<file path="src/hss_pkg.sv">
// ----------------------------------------------------------------------------
// hss_pkg
// Shared types, microcode encodings and program addresses of the incremental
// Halton sequence step core.
// ----------------------------------------------------------------------------
package hss_pkg;

  localparam int Q_W    = 48;
  localparam int HALF_W = Q_W / 2;
  localparam int PC_W   = 4;

  typedef logic [PC_W-1:0] pc_t;

  typedef enum logic [3:0] {
    OP_NOP,
    OP_CALC_E,
    OP_MUL_INIT,
    OP_MUL_P0,
    OP_MUL_P1,
    OP_MUL_P2,
    OP_MUL_P3,
    OP_MUL_END,
    OP_NEXT_POW,
    OP_COMBINE,
    OP_SIMPLE,
    OP_EMIT
  } dp_op_t;

  typedef enum logic [2:0] {
    C_NEVER,
    C_ALWAYS,
    C_CNT_ZERO,
    C_INV_LT_E,
    C_POW_DONE,
    C_OUT_BUSY
  } cond_t;

  typedef struct packed {
    dp_op_t op;
    cond_t  cond;
    pc_t    target;
  } ucode_word_t;

  typedef struct packed {
    logic cnt_zero;
    logic inv_lt_e;
    logic pow_done;
  } dp_stat_t;

  typedef struct packed {
    logic   busy;
    logic   emit;
    dp_op_t op;
  } seq_ctl_t;

  localparam pc_t PC_TEST_CNT = 4'd0;
  localparam pc_t PC_CALC_E   = 4'd1;
  localparam pc_t PC_TEST_INV = 4'd2;
  localparam pc_t PC_MUL_INIT = 4'd3;
  localparam pc_t PC_MUL_P0   = 4'd4;
  localparam pc_t PC_MUL_P1   = 4'd5;
  localparam pc_t PC_MUL_P2   = 4'd6;
  localparam pc_t PC_MUL_P3   = 4'd7;
  localparam pc_t PC_MUL_END  = 4'd8;
  localparam pc_t PC_TEST_H   = 4'd9;
  localparam pc_t PC_NEXT_POW = 4'd10;
  localparam pc_t PC_COMBINE  = 4'd11;
  localparam pc_t PC_SIMPLE   = 4'd12;
  localparam pc_t PC_FINISH   = 4'd13;

  localparam logic [Q_W-1:0] INV_BASE_RESET = 48'h8000_0000_0000;

endpackage

</file>
<file path="src/hss_in_if.sv">
// ----------------------------------------------------------------------------
// hss_in_if
// Request channel: a load or advance command with its operands.
// ----------------------------------------------------------------------------
interface hss_in_if #(
  parameter int COUNT_BITS = 16
);
  logic                  valid;
  logic                  ready;
  logic                  command;
  logic [47:0]           start_value;
  logic [COUNT_BITS-1:0] step_count;

  modport source (output valid, command, start_value, step_count, input ready);
  modport sink   (input valid, command, start_value, step_count, output ready);
endinterface

</file>
<file path="src/hss_out_if.sv">
// ----------------------------------------------------------------------------
// hss_out_if
// Result channel: the sample produced by an advance request.
// ----------------------------------------------------------------------------
interface hss_out_if;
  logic        valid;
  logic        ready;
  logic [47:0] sample;

  modport source (output valid, sample, input ready);
  modport sink   (input valid, sample, output ready);
endinterface

</file>
<file path="src/halton_sequence_step_core.sv">
// ----------------------------------------------------------------------------
// halton_sequence_step_core
// One-dimensional incremental Halton generator in unsigned Q0.48 fixed point.
// ----------------------------------------------------------------------------
// A load request sets the running offset and returns nothing. An advance
// request returns one sample after all its steps. A step where the reciprocal
// is below the error term adds the reciprocal to the offset; any other step
// forms powers of the reciprocal with the microcode sequencer and its single
// 24x24 multiplier, which builds each product from four partial products. A
// new request is taken once the program has handed its sample to the output
// register.
module halton_sequence_step_core #(
  parameter int FRAC_BITS  = 48,
  parameter int COUNT_BITS = 16
) (
  input  logic                    clk,
  input  logic                    rst_n,
  hss_in_if.sink                  in_req,
  hss_out_if.source               out_res,
  input  logic                    cfg_we,
  input  logic [hss_pkg::Q_W-1:0] cfg_wdata
);

  logic [hss_pkg::Q_W-1:0] inv_cfg_r;
  logic                    out_valid_r;
  logic [hss_pkg::Q_W-1:0] sample_r;
  logic                    out_busy;
  logic                    accept;
  logic                    load;
  logic                    start;
  logic [hss_pkg::Q_W-1:0] dp_sample;
  hss_pkg::seq_ctl_t       ctl;
  hss_pkg::dp_stat_t       stat;

  assign accept   = in_req.valid && in_req.ready;
  assign load     = accept && !in_req.command;
  assign start    = accept && in_req.command;
  assign out_busy = out_valid_r && !out_res.ready;
  assign in_req.ready  = !ctl.busy;
  assign out_res.valid  = out_valid_r;
  assign out_res.sample = sample_r;

  hss_sequencer u_seq (
    .clk      (clk),
    .rst_n    (rst_n),
    .start    (start),
    .out_busy (out_busy),
    .stat     (stat),
    .ctl      (ctl)
  );

  hss_datapath #(
    .FRAC_BITS  (FRAC_BITS),
    .COUNT_BITS (COUNT_BITS)
  ) u_dp (
    .clk         (clk),
    .rst_n       (rst_n),
    .load        (load),
    .start       (start),
    .start_value (in_req.start_value),
    .step_count  (in_req.step_count),
    .inv_cfg     (inv_cfg_r),
    .op          (ctl.op),
    .stat        (stat),
    .sample      (dp_sample)
  );

  always_ff @(posedge clk) begin
    if (!rst_n) begin
      inv_cfg_r   <= hss_pkg::INV_BASE_RESET;
      out_valid_r <= 1'b0;
    end else begin
      if (cfg_we) begin
        inv_cfg_r <= cfg_wdata;
      end
      if (ctl.emit) begin
        out_valid_r <= 1'b1;
      end else if (out_res.ready) begin
        out_valid_r <= 1'b0;
      end
    end
  end

  always_ff @(posedge clk) begin
    if (ctl.emit) begin
      sample_r <= dp_sample;
    end
  end

`ifndef SYNTHESIS
  a_adv_starts_program: assert property (@(posedge clk) disable iff (!rst_n)
    start |=> ctl.busy) else $error("advance request did not start the program");

  a_load_stays_idle: assert property (@(posedge clk) disable iff (!rst_n)
    load |=> !ctl.busy) else $error("load request started the program");

  a_emit_fills_output: assert property (@(posedge clk) disable iff (!rst_n)
    ctl.emit |=> out_valid_r) else $error("emitted sample not held in output");

  a_emit_needs_room: assert property (@(posedge clk) disable iff (!rst_n)
    ctl.emit |-> !out_busy) else $error("sample emitted over a waiting result");

  a_idle_no_emit: assert property (@(posedge clk) disable iff (!rst_n)
    !ctl.busy |-> !ctl.emit) else $error("sample emitted while idle");
`endif

endmodule

</file>
<file path="src/hss_ucode_rom.sv">
// ----------------------------------------------------------------------------
// hss_ucode_rom
// Read-only program store holding one control word per sequencer step.
// ----------------------------------------------------------------------------
module hss_ucode_rom (
  input  hss_pkg::pc_t        pc,
  output hss_pkg::ucode_word_t cw
);

  always_comb begin
    unique case (pc)
      hss_pkg::PC_TEST_CNT: cw = '{hss_pkg::OP_NOP,      hss_pkg::C_CNT_ZERO,
                                   hss_pkg::PC_FINISH};
      hss_pkg::PC_CALC_E:   cw = '{hss_pkg::OP_CALC_E,   hss_pkg::C_NEVER,
                                   hss_pkg::PC_TEST_CNT};
      hss_pkg::PC_TEST_INV: cw = '{hss_pkg::OP_NOP,      hss_pkg::C_INV_LT_E,
                                   hss_pkg::PC_SIMPLE};
      hss_pkg::PC_MUL_INIT: cw = '{hss_pkg::OP_MUL_INIT, hss_pkg::C_NEVER,
                                   hss_pkg::PC_TEST_CNT};
      hss_pkg::PC_MUL_P0:   cw = '{hss_pkg::OP_MUL_P0,   hss_pkg::C_NEVER,
                                   hss_pkg::PC_TEST_CNT};
      hss_pkg::PC_MUL_P1:   cw = '{hss_pkg::OP_MUL_P1,   hss_pkg::C_NEVER,
                                   hss_pkg::PC_TEST_CNT};
      hss_pkg::PC_MUL_P2:   cw = '{hss_pkg::OP_MUL_P2,   hss_pkg::C_NEVER,
                                   hss_pkg::PC_TEST_CNT};
      hss_pkg::PC_MUL_P3:   cw = '{hss_pkg::OP_MUL_P3,   hss_pkg::C_NEVER,
                                   hss_pkg::PC_TEST_CNT};
      hss_pkg::PC_MUL_END:  cw = '{hss_pkg::OP_MUL_END,  hss_pkg::C_NEVER,
                                   hss_pkg::PC_TEST_CNT};
      hss_pkg::PC_TEST_H:   cw = '{hss_pkg::OP_NOP,      hss_pkg::C_POW_DONE,
                                   hss_pkg::PC_COMBINE};
      hss_pkg::PC_NEXT_POW: cw = '{hss_pkg::OP_NEXT_POW, hss_pkg::C_ALWAYS,
                                   hss_pkg::PC_MUL_P0};
      hss_pkg::PC_COMBINE:  cw = '{hss_pkg::OP_COMBINE,  hss_pkg::C_ALWAYS,
                                   hss_pkg::PC_TEST_CNT};
      hss_pkg::PC_SIMPLE:   cw = '{hss_pkg::OP_SIMPLE,   hss_pkg::C_ALWAYS,
                                   hss_pkg::PC_TEST_CNT};
      hss_pkg::PC_FINISH:   cw = '{hss_pkg::OP_EMIT,     hss_pkg::C_OUT_BUSY,
                                   hss_pkg::PC_FINISH};
      default:              cw = '{hss_pkg::OP_NOP,      hss_pkg::C_ALWAYS,
                                   hss_pkg::PC_FINISH};
    endcase
  end

endmodule

</file>
<file path="src/hss_sequencer.sv">
// ----------------------------------------------------------------------------
// hss_sequencer
// Step counter with conditional jumps that walks the microcode program.
// ----------------------------------------------------------------------------
module hss_sequencer (
  input  logic                 clk,
  input  logic                 rst_n,
  input  logic                 start,
  input  logic                 out_busy,
  input  hss_pkg::dp_stat_t    stat,
  output hss_pkg::seq_ctl_t    ctl
);

  hss_pkg::pc_t        pc_r;
  hss_pkg::pc_t        pc_nxt;
  logic                busy_r;
  logic                busy_nxt;
  logic                taken;
  logic                emit;
  hss_pkg::ucode_word_t cw;

  hss_ucode_rom u_rom (
    .pc (pc_r),
    .cw (cw)
  );

  always_comb begin
    unique case (cw.cond)
      hss_pkg::C_NEVER:    taken = 1'b0;
      hss_pkg::C_ALWAYS:   taken = 1'b1;
      hss_pkg::C_CNT_ZERO: taken = stat.cnt_zero;
      hss_pkg::C_INV_LT_E: taken = stat.inv_lt_e;
      hss_pkg::C_POW_DONE: taken = stat.pow_done;
      hss_pkg::C_OUT_BUSY: taken = out_busy;
      default:             taken = 1'b0;
    endcase

    emit     = busy_r && (cw.op == hss_pkg::OP_EMIT) && !out_busy;
    busy_nxt = busy_r;
    pc_nxt   = pc_r;
    if (start) begin
      busy_nxt = 1'b1;
      pc_nxt   = hss_pkg::PC_TEST_CNT;
    end else if (busy_r) begin
      pc_nxt = taken ? cw.target : pc_r + hss_pkg::pc_t'(1);
      if (emit) begin
        busy_nxt = 1'b0;
      end
    end
  end

  always_ff @(posedge clk) begin
    if (!rst_n) begin
      busy_r <= 1'b0;
      pc_r   <= hss_pkg::PC_TEST_CNT;
    end else begin
      busy_r <= busy_nxt;
      pc_r   <= pc_nxt;
    end
  end

  assign ctl.busy = busy_r;
  assign ctl.emit = emit;
  assign ctl.op   = busy_r ? cw.op : hss_pkg::OP_NOP;

endmodule

</file>
<file path="src/hss_datapath.sv">
// ----------------------------------------------------------------------------
// hss_datapath
// Offset, power and error registers with a shared 24x24 multiplier that
// forms each fixed-point product from four partial products.
// ----------------------------------------------------------------------------
module hss_datapath #(
  parameter int FRAC_BITS  = 48,
  parameter int COUNT_BITS = 16
) (
  input  logic                      clk,
  input  logic                      rst_n,
  input  logic                      load,
  input  logic                      start,
  input  logic [hss_pkg::Q_W-1:0]   start_value,
  input  logic [COUNT_BITS-1:0]     step_count,
  input  logic [hss_pkg::Q_W-1:0]   inv_cfg,
  input  hss_pkg::dp_op_t           op,
  output hss_pkg::dp_stat_t         stat,
  output logic [hss_pkg::Q_W-1:0]   sample
);

  localparam int QW    = hss_pkg::Q_W;
  localparam int HW    = hss_pkg::HALF_W;
  localparam int W     = (FRAC_BITS + 2 > QW) ? FRAC_BITS + 2 : QW + 1;
  localparam int ACC_W = 2 * QW;
  localparam int K_W   = $clog2(FRAC_BITS + 1);
  localparam logic [63:0] EPS64 =
    ((64'd1 << FRAC_BITS) + 64'd5000000000) / 64'd10000000000;
  localparam logic [63:0] QMAX64 =
    (FRAC_BITS >= QW) ? ((64'd1 << QW) - 64'd1) : ((64'd1 << FRAC_BITS) - 64'd1);
  localparam logic [QW-1:0] QMAX = QMAX64[QW-1:0];
  localparam logic [W-1:0]  QEPS = EPS64[W-1:0];
  localparam logic [W-1:0]  QONE = {{(W-1){1'b0}}, 1'b1} << FRAC_BITS;

  logic [QW-1:0]         off_r, off_nxt;
  logic [QW-1:0]         inv_r, inv_nxt;
  logic [QW-1:0]         a_r, a_nxt;
  logic [QW-1:0]         last_r, last_nxt;
  logic [QW-1:0]         h_r, h_nxt;
  logic [W-1:0]          e_r, e_nxt;
  logic [K_W-1:0]        k_r, k_nxt;
  logic [COUNT_BITS-1:0] cnt_r, cnt_nxt;
  logic                  zero_r, zero_nxt;
  logic [ACC_W-1:0]      acc_r, acc_nxt;
  logic [HW-1:0]         mul_a, mul_b;
  logic [QW-1:0]         prod;
  logic [W-1:0]          d, sum3;

  function automatic logic [QW-1:0] sat_q(input logic [W-1:0] x);
    logic [QW-1:0] r;
    if (x > W'(QMAX)) begin
      r = QMAX;
    end else begin
      r = x[QW-1:0];
    end
    return r;
  endfunction

  always_comb begin
    mul_a = '0;
    mul_b = '0;
    unique case (op)
      hss_pkg::OP_MUL_P0: begin mul_a = a_r[HW-1:0];  mul_b = inv_r[HW-1:0];  end
      hss_pkg::OP_MUL_P1: begin mul_a = a_r[HW-1:0];  mul_b = inv_r[QW-1:HW]; end
      hss_pkg::OP_MUL_P2: begin mul_a = a_r[QW-1:HW]; mul_b = inv_r[HW-1:0];  end
      hss_pkg::OP_MUL_P3: begin mul_a = a_r[QW-1:HW]; mul_b = inv_r[QW-1:HW]; end
      default: begin
        mul_a = '0;
        mul_b = '0;
      end
    endcase
    prod = mul_a * mul_b;
  end

  always_comb begin
    off_nxt  = off_r;
    inv_nxt  = inv_r;
    a_nxt    = a_r;
    last_nxt = last_r;
    h_nxt    = h_r;
    e_nxt    = e_r;
    k_nxt    = k_r;
    cnt_nxt  = cnt_r;
    zero_nxt = zero_r;
    acc_nxt  = acc_r;
    d        = QONE - W'(off_r);
    sum3     = W'(off_r) + W'(last_r) + W'(h_r);

    if (load) begin
      off_nxt = sat_q(W'(start_value));
    end else if (start) begin
      inv_nxt  = sat_q(W'(inv_cfg));
      cnt_nxt  = step_count;
      zero_nxt = (step_count == '0);
    end else begin
      unique case (op)
        hss_pkg::OP_CALC_E: begin
          e_nxt   = (d >= QEPS) ? d - QEPS : QEPS - d;
          cnt_nxt = cnt_r - COUNT_BITS'(1);
        end
        hss_pkg::OP_MUL_INIT: begin
          a_nxt    = inv_r;
          last_nxt = inv_r;
          k_nxt    = K_W'(1);
        end
        hss_pkg::OP_MUL_P0: acc_nxt = ACC_W'(prod);
        hss_pkg::OP_MUL_P1: acc_nxt = acc_r + (ACC_W'(prod) << HW);
        hss_pkg::OP_MUL_P2: acc_nxt = acc_r + (ACC_W'(prod) << HW);
        hss_pkg::OP_MUL_P3: acc_nxt = acc_r + (ACC_W'(prod) << QW);
        hss_pkg::OP_MUL_END: h_nxt = QW'(acc_r >> FRAC_BITS);
        hss_pkg::OP_NEXT_POW: begin
          a_nxt    = h_r;
          last_nxt = h_r;
          k_nxt    = k_r + K_W'(1);
        end
        hss_pkg::OP_COMBINE: off_nxt = (sum3 >= QONE) ? sat_q(sum3 - QONE) : '0;
        hss_pkg::OP_SIMPLE:  off_nxt = sat_q(W'(off_r) + W'(inv_r));
        default: begin
          off_nxt = off_r;
        end
      endcase
    end
  end

  always_ff @(posedge clk) begin
    if (!rst_n) begin
      off_r <= '0;
    end else begin
      off_r <= off_nxt;
    end
  end

  always_ff @(posedge clk) begin
    inv_r  <= inv_nxt;
    a_r    <= a_nxt;
    last_r <= last_nxt;
    h_r    <= h_nxt;
    e_r    <= e_nxt;
    k_r    <= k_nxt;
    cnt_r  <= cnt_nxt;
    zero_r <= zero_nxt;
    acc_r  <= acc_nxt;
  end

  assign stat.cnt_zero = (cnt_r == '0);
  assign stat.inv_lt_e = (W'(inv_r) < e_r);
  assign stat.pow_done = !((W'(h_r) >= e_r) && (h_r != '0) && (k_r < K_W'(FRAC_BITS)));
  assign sample        = zero_r ? '0 : off_r;

endmodule
</file>
<file path="src/flat_wrapper.sv">
// flat-port wrapper written by rule: the top's interface ports become plain ports
module halton_sequence_step_core_flat 
#(
  parameter int FRAC_BITS  = 48,
  parameter int COUNT_BITS = 16
)
  (clk, rst_n, cfg_we, cfg_wdata, in_req_valid, in_req_command, in_req_start_value, in_req_step_count, in_req_ready, out_res_valid, out_res_sample, out_res_ready);
  hss_in_if #(.COUNT_BITS(COUNT_BITS)) in_req_i ();
  hss_out_if out_res_i ();
  input  logic clk;
  input  logic rst_n;
  input  logic cfg_we;
  input  logic [hss_pkg::Q_W-1:0] cfg_wdata;
  input wire logic [$bits(in_req_i.valid)-1:0] in_req_valid;
  input wire logic [$bits(in_req_i.command)-1:0] in_req_command;
  input wire logic [$bits(in_req_i.start_value)-1:0] in_req_start_value;
  input wire logic [$bits(in_req_i.step_count)-1:0] in_req_step_count;
  output wire logic [$bits(in_req_i.ready)-1:0] in_req_ready;
  output wire logic [$bits(out_res_i.valid)-1:0] out_res_valid;
  output wire logic [$bits(out_res_i.sample)-1:0] out_res_sample;
  input wire logic [$bits(out_res_i.ready)-1:0] out_res_ready;
  assign in_req_i.valid = in_req_valid;
  assign in_req_i.command = in_req_command;
  assign in_req_i.start_value = in_req_start_value;
  assign in_req_i.step_count = in_req_step_count;
  assign in_req_ready = in_req_i.ready;
  assign out_res_valid = out_res_i.valid;
  assign out_res_sample = out_res_i.sample;
  assign out_res_i.ready = out_res_ready;
  halton_sequence_step_core #(.FRAC_BITS(FRAC_BITS), .COUNT_BITS(COUNT_BITS)) u_core (.clk(clk), .rst_n(rst_n), .in_req(in_req_i), .out_res(out_res_i), .cfg_we(cfg_we), .cfg_wdata(cfg_wdata));
endmodule
</file>
<file path="config.mk">
export PLATFORM = sky130hd
export DESIGN_NAME = halton_sequence_step_core_flat
export DESIGN_NICKNAME = d
export VERILOG_FILES = /design/src/hss_pkg.sv /design/src/hss_in_if.sv /design/src/hss_out_if.sv /design/src/halton_sequence_step_core.sv /design/src/hss_ucode_rom.sv /design/src/hss_sequencer.sv /design/src/hss_datapath.sv /design/src/flat_wrapper.sv
export SDC_FILE = /design/constraint.sdc
export NUM_CORES = 2
export LEC_CHECK = 0
export BUFFER_PORTS_ARGS = -buffer_cell sky130_fd_sc_hd__buf_2
export CORE_UTILIZATION = 30
export DETAILED_ROUTE_END_ITERATION = 8
export PLACE_DENSITY = 0.43
export SLEW_MARGIN = 20
export SYNTH_ARGS = -nofsm -noshare
export SYNTH_HDL_FRONTEND = slang
export SYNTH_HIERARCHICAL = 1
export SYNTH_SLANG_ARGS = --single-unit
</file>
<file path="constraint.sdc">
create_clock -name clk -period 38.2 [get_ports clk]
set_input_delay 7.64 -clock clk [delete_from_list [all_inputs] [get_ports clk]]
set_output_delay 7.64 -clock clk [all_outputs]
set_load 0.02 [all_outputs]
</file>
==> summary.md <==
| Metric | Value |
|---|---|
| Net Count, Synth | ~7,000 |
| Mapped Area | 0.0530 mm² |
| Arrival time worst endpoint | between 10 and 15 ns |
| Final ANT Viol Nets | 0 |
| Htree depth | 2 |
| Gate Count Post-Synth | between 5,000 and 6,000 |
| Most instantiated library cell after synthesis | inv_1 |
| Top Ports | between 150 and 200 |
| Top cell type's share of synthesized area | 0.202 |
| First-pass GRT wire length | around 320,000 µm |
| CTS Hold Bufs | 0 |
| Initial antenna violation count | 12 |
| DR vias | about 45,000 |
| Layout cells sized above 1 | 0.0822 |
| Gpl congestion | slightly above 0.9 |
| Setup violators final | 0 |
| Number of flops mapped to enable cells by yosys | approximately 340 |
| RSZ-0062 raised after global routing | false |
| Synth cell types | just over 90 |
| DR WL/cell | 26.7 µm |
| CTS tree | yes |
| Worst IR Drop VDD | approximately 38 µV |
| CP max stage delay | around 0.70 ns |
| Critical Path Most Common Cell | inv_1 |
| Setup_tns | 0 ns |
| Top post-synthesis cells by count | inv_1 (682), nand2_1 (674), fa_1 (534) |
| Synthesis-to-layout area growth | 11.2% |
| Post-DP HPWL | 178,000 µm |
| Initial core utilization | 0.303 |
| Register area share after synthesis | 0.229 |
| DR pass1 iterations | 8 |
| Fillers | 18,300 |
| Dpl ws | ~24 ns |
| Row Count | 153 |
| Mapped Avg Cell Area | 8.97 µm² |
| Hold Vio Cnt, Final | 0 |
| Clock Latency Late Sink | slightly above 0.7 ns |
| CTS buffer count | 58 |
| Req. time, crit path | ~39 ns |
| Kind of critical path | flip-flop to flip-flop |
| GRT Residual Overflow | 0 |
| Max cap viols | 0 |
| Die Width | around 420 µm |
| Hold WC Path Type | flip-flop to flip-flop |
| DR vias/cell | 5.39 |
| Gr usage total | 0.247 |
| Area of the multi-input gates | around 0.037 mm² |
| Setup ws final | about 24 ns |
| Largest net degree at the start of global routing | 84 |
| Clk slew on worst S/H paths | roughly 0.060 ns |
| Status | completed |
| Die ar. | ~0.18 mm² |
| Relative slew slack | 0.0781 |
| FF/Latch Area | roughly 0.012 mm² |
| Leakage | about 26 nW |
| Post-synth ARST share | 0 |
| Setup Buffers After CTS | 0 |
| Vias in the first global route | 44,500 |
| Crit path capture type | flip-flop |
| Power per cell area | ~24 mW/mm² |
| Post-CTS sizing | 0 |
| Max Fclk | a little under 70 MHz |
| Die H | ~420 µm |
| Startpoint Class | flip-flop |
| CTS Buffer Depth | 3 |
| Count of yosys warnings during synthesis | 6 |
| Synth Register Bits | 439 |
| Top FF cell, synth | edfxtp_1 |
| Iteration-0 DRC Markers | around 4,600 |
| Port-buffer cells | roughly 170 |
| Crit-path max FO | 48 |
| Worst slew pin tran | approximately 1.4 ns |
| DRC violations left | 0 |
| Top cells by area, synth | fa_1 (20%), edfxtp_1 (19%), ha_1 (11%), inv_1 (4.8%), nand2_1 (4.8%) |
| Final worst-path cycle share | 0.377 |
| Post-synth top area cell | fa_1 |
| Max-slew violations | 0 |
| Nets | 7,137 |
| Final WL | ~220,000 µm |
| Core region area | between 0.15 and 0.2 mm² |
| Clock sink count | 439 |
| CP max-delay cell | a22o_1 |
| Post-route minimum period | 14.38 ns |
| Layout Skew | 0.0654 ns |
| CTS root buffer | clkbuf_16 |
## placed cells by master (no fill, tap or decap), drive strengths merged, types with 11 or more instances in the layout
cell type / n
o221ai: 35
a221oi: 11
or2: 25
mux2i: 55
a22o: 58
or3: 37
clkbuf: 64
inv: 688
nand3: 80
a21o: 194
o31ai: 18
dfxtp: 102
edfxtp: 337
xor2: 136
a21oi: 275
and3: 35
a211oi: 31
buf: 310
o211ai: 26
a31oi: 80
and2: 26
xnor2: 217
fa: 534
nand2b: 49
nor2b: 138
nand4: 65
o21a: 45
o21bai: 39
nor2: 474
o21ai: 291
nor4: 56
nand2: 674
o22ai: 44
or4: 17
nor3: 87
ha: 474
clkinv: 33
a22oi: 50
## flip-flops by register name (all words and copies together) (netlist names), 4 cells and up
register,flops
u_core/u_dp/acc_r,72
u_core/u_dp/e_r,50
u_core/inv_cfg_r,48
u_core/out_res.sample,48
u_core/u_dp/h_r,48
u_core/u_dp/inv_r,48
u_core/u_dp/last_r,48
u_core/u_dp/off_r,48
u_core/u_dp/cnt_r,16
u_core/u_dp/k_r,6
u_core/u_seq/pc_r,4
## path summary, 6_finish.rpt
kind | cells past startpoint | end | startpoint | slack [ns]
worst max-delay path | 48 | u_core/u_dp/acc_r[85] | u_core/u_seq/pc_r[0] | 23.82
worst min-delay path | 0 | u_core/u_dp/inv_r[27] | u_core/inv_cfg_r[27] | 0.43
worst max register to register | 48 | u_core/u_dp/acc_r[85] | u_core/u_seq/pc_r[0] | 23.82
worst min register to register | 0 | u_core/u_dp/inv_r[27] | u_core/inv_cfg_r[27] | 0.43
## area by class of cell
class                   count  share of cell area
multi-input cells        4514               0.633
clock inverters            47             0.00927
repair buffers            311              0.0327
well taps                2325              0.0493
clock buffers              63              0.0260
flip-flops and latches    439               0.206
inverters                 687              0.0438
diodes                      2           0.0000849
## layer usage
metal / global-route usage / routed length, µm
met5: 0 / 11
met4: 0.0804 / 8220
met3: 0.0374 / 15500
met2: 0.372 / 96300
met1: 0.359 / 104000
## kinds of logic (layout without fill, tap and decap cells)
group,count (synthesis),count (layout),share of synthesized area
other,0,2,0
muxes,56,56,0.0108
adders and majority gates,1008,1008,0.313
xor gates and xnor gates,353,353,0.0583
and+or+nand+nor,1807,1807,0.160
AOI/OAI and AO/OA,1290,1290,0.158
DFF,439,439,0.229
buffers and inverters,961,1108,0.0703
## critical path: cells and delay by family, from the launching register on
kind / cells / cell delay (ns)
and+or+nand+nor: 8 / 2.56
xor gates and xnor gates: 2 / 0.80
buffers and inverters: 8 / 0.94
adders and majority gates: 10 / 4.53
DFF: 1 / 0.57
muxes: 1 / 0.23
AOI/OAI and AO/OA: 19 / 4.38
## power breakdown
part           internal [mW]  leakage, nW  switching (mW)
Combinational         0.0967         21.5           0.170
Sequential             0.528         3.92          0.0274
Clock                  0.342        0.996           0.258
## through the flow
step / util / power [mW] / area (µm²) / cells / hold slack [ns]
after global routing: 0.337 / 1.48 / 59000 / 8386 / 0.431
after floorplan: - / 0.728 / 53000 / 5914 / 0.408
after detailed placement: 0.325 / 0.826 / 56900 / 8275 / 0.414
after CTS: 0.337 / 1.43 / 58900 / 8385 / 0.425
after global placement: 0.325 / 0.826 / 56900 / 8275 / 0.411
final: 0.337 / 1.42 / 59000 / 8388 / 0.428
(Power assumes the default switching activity.)
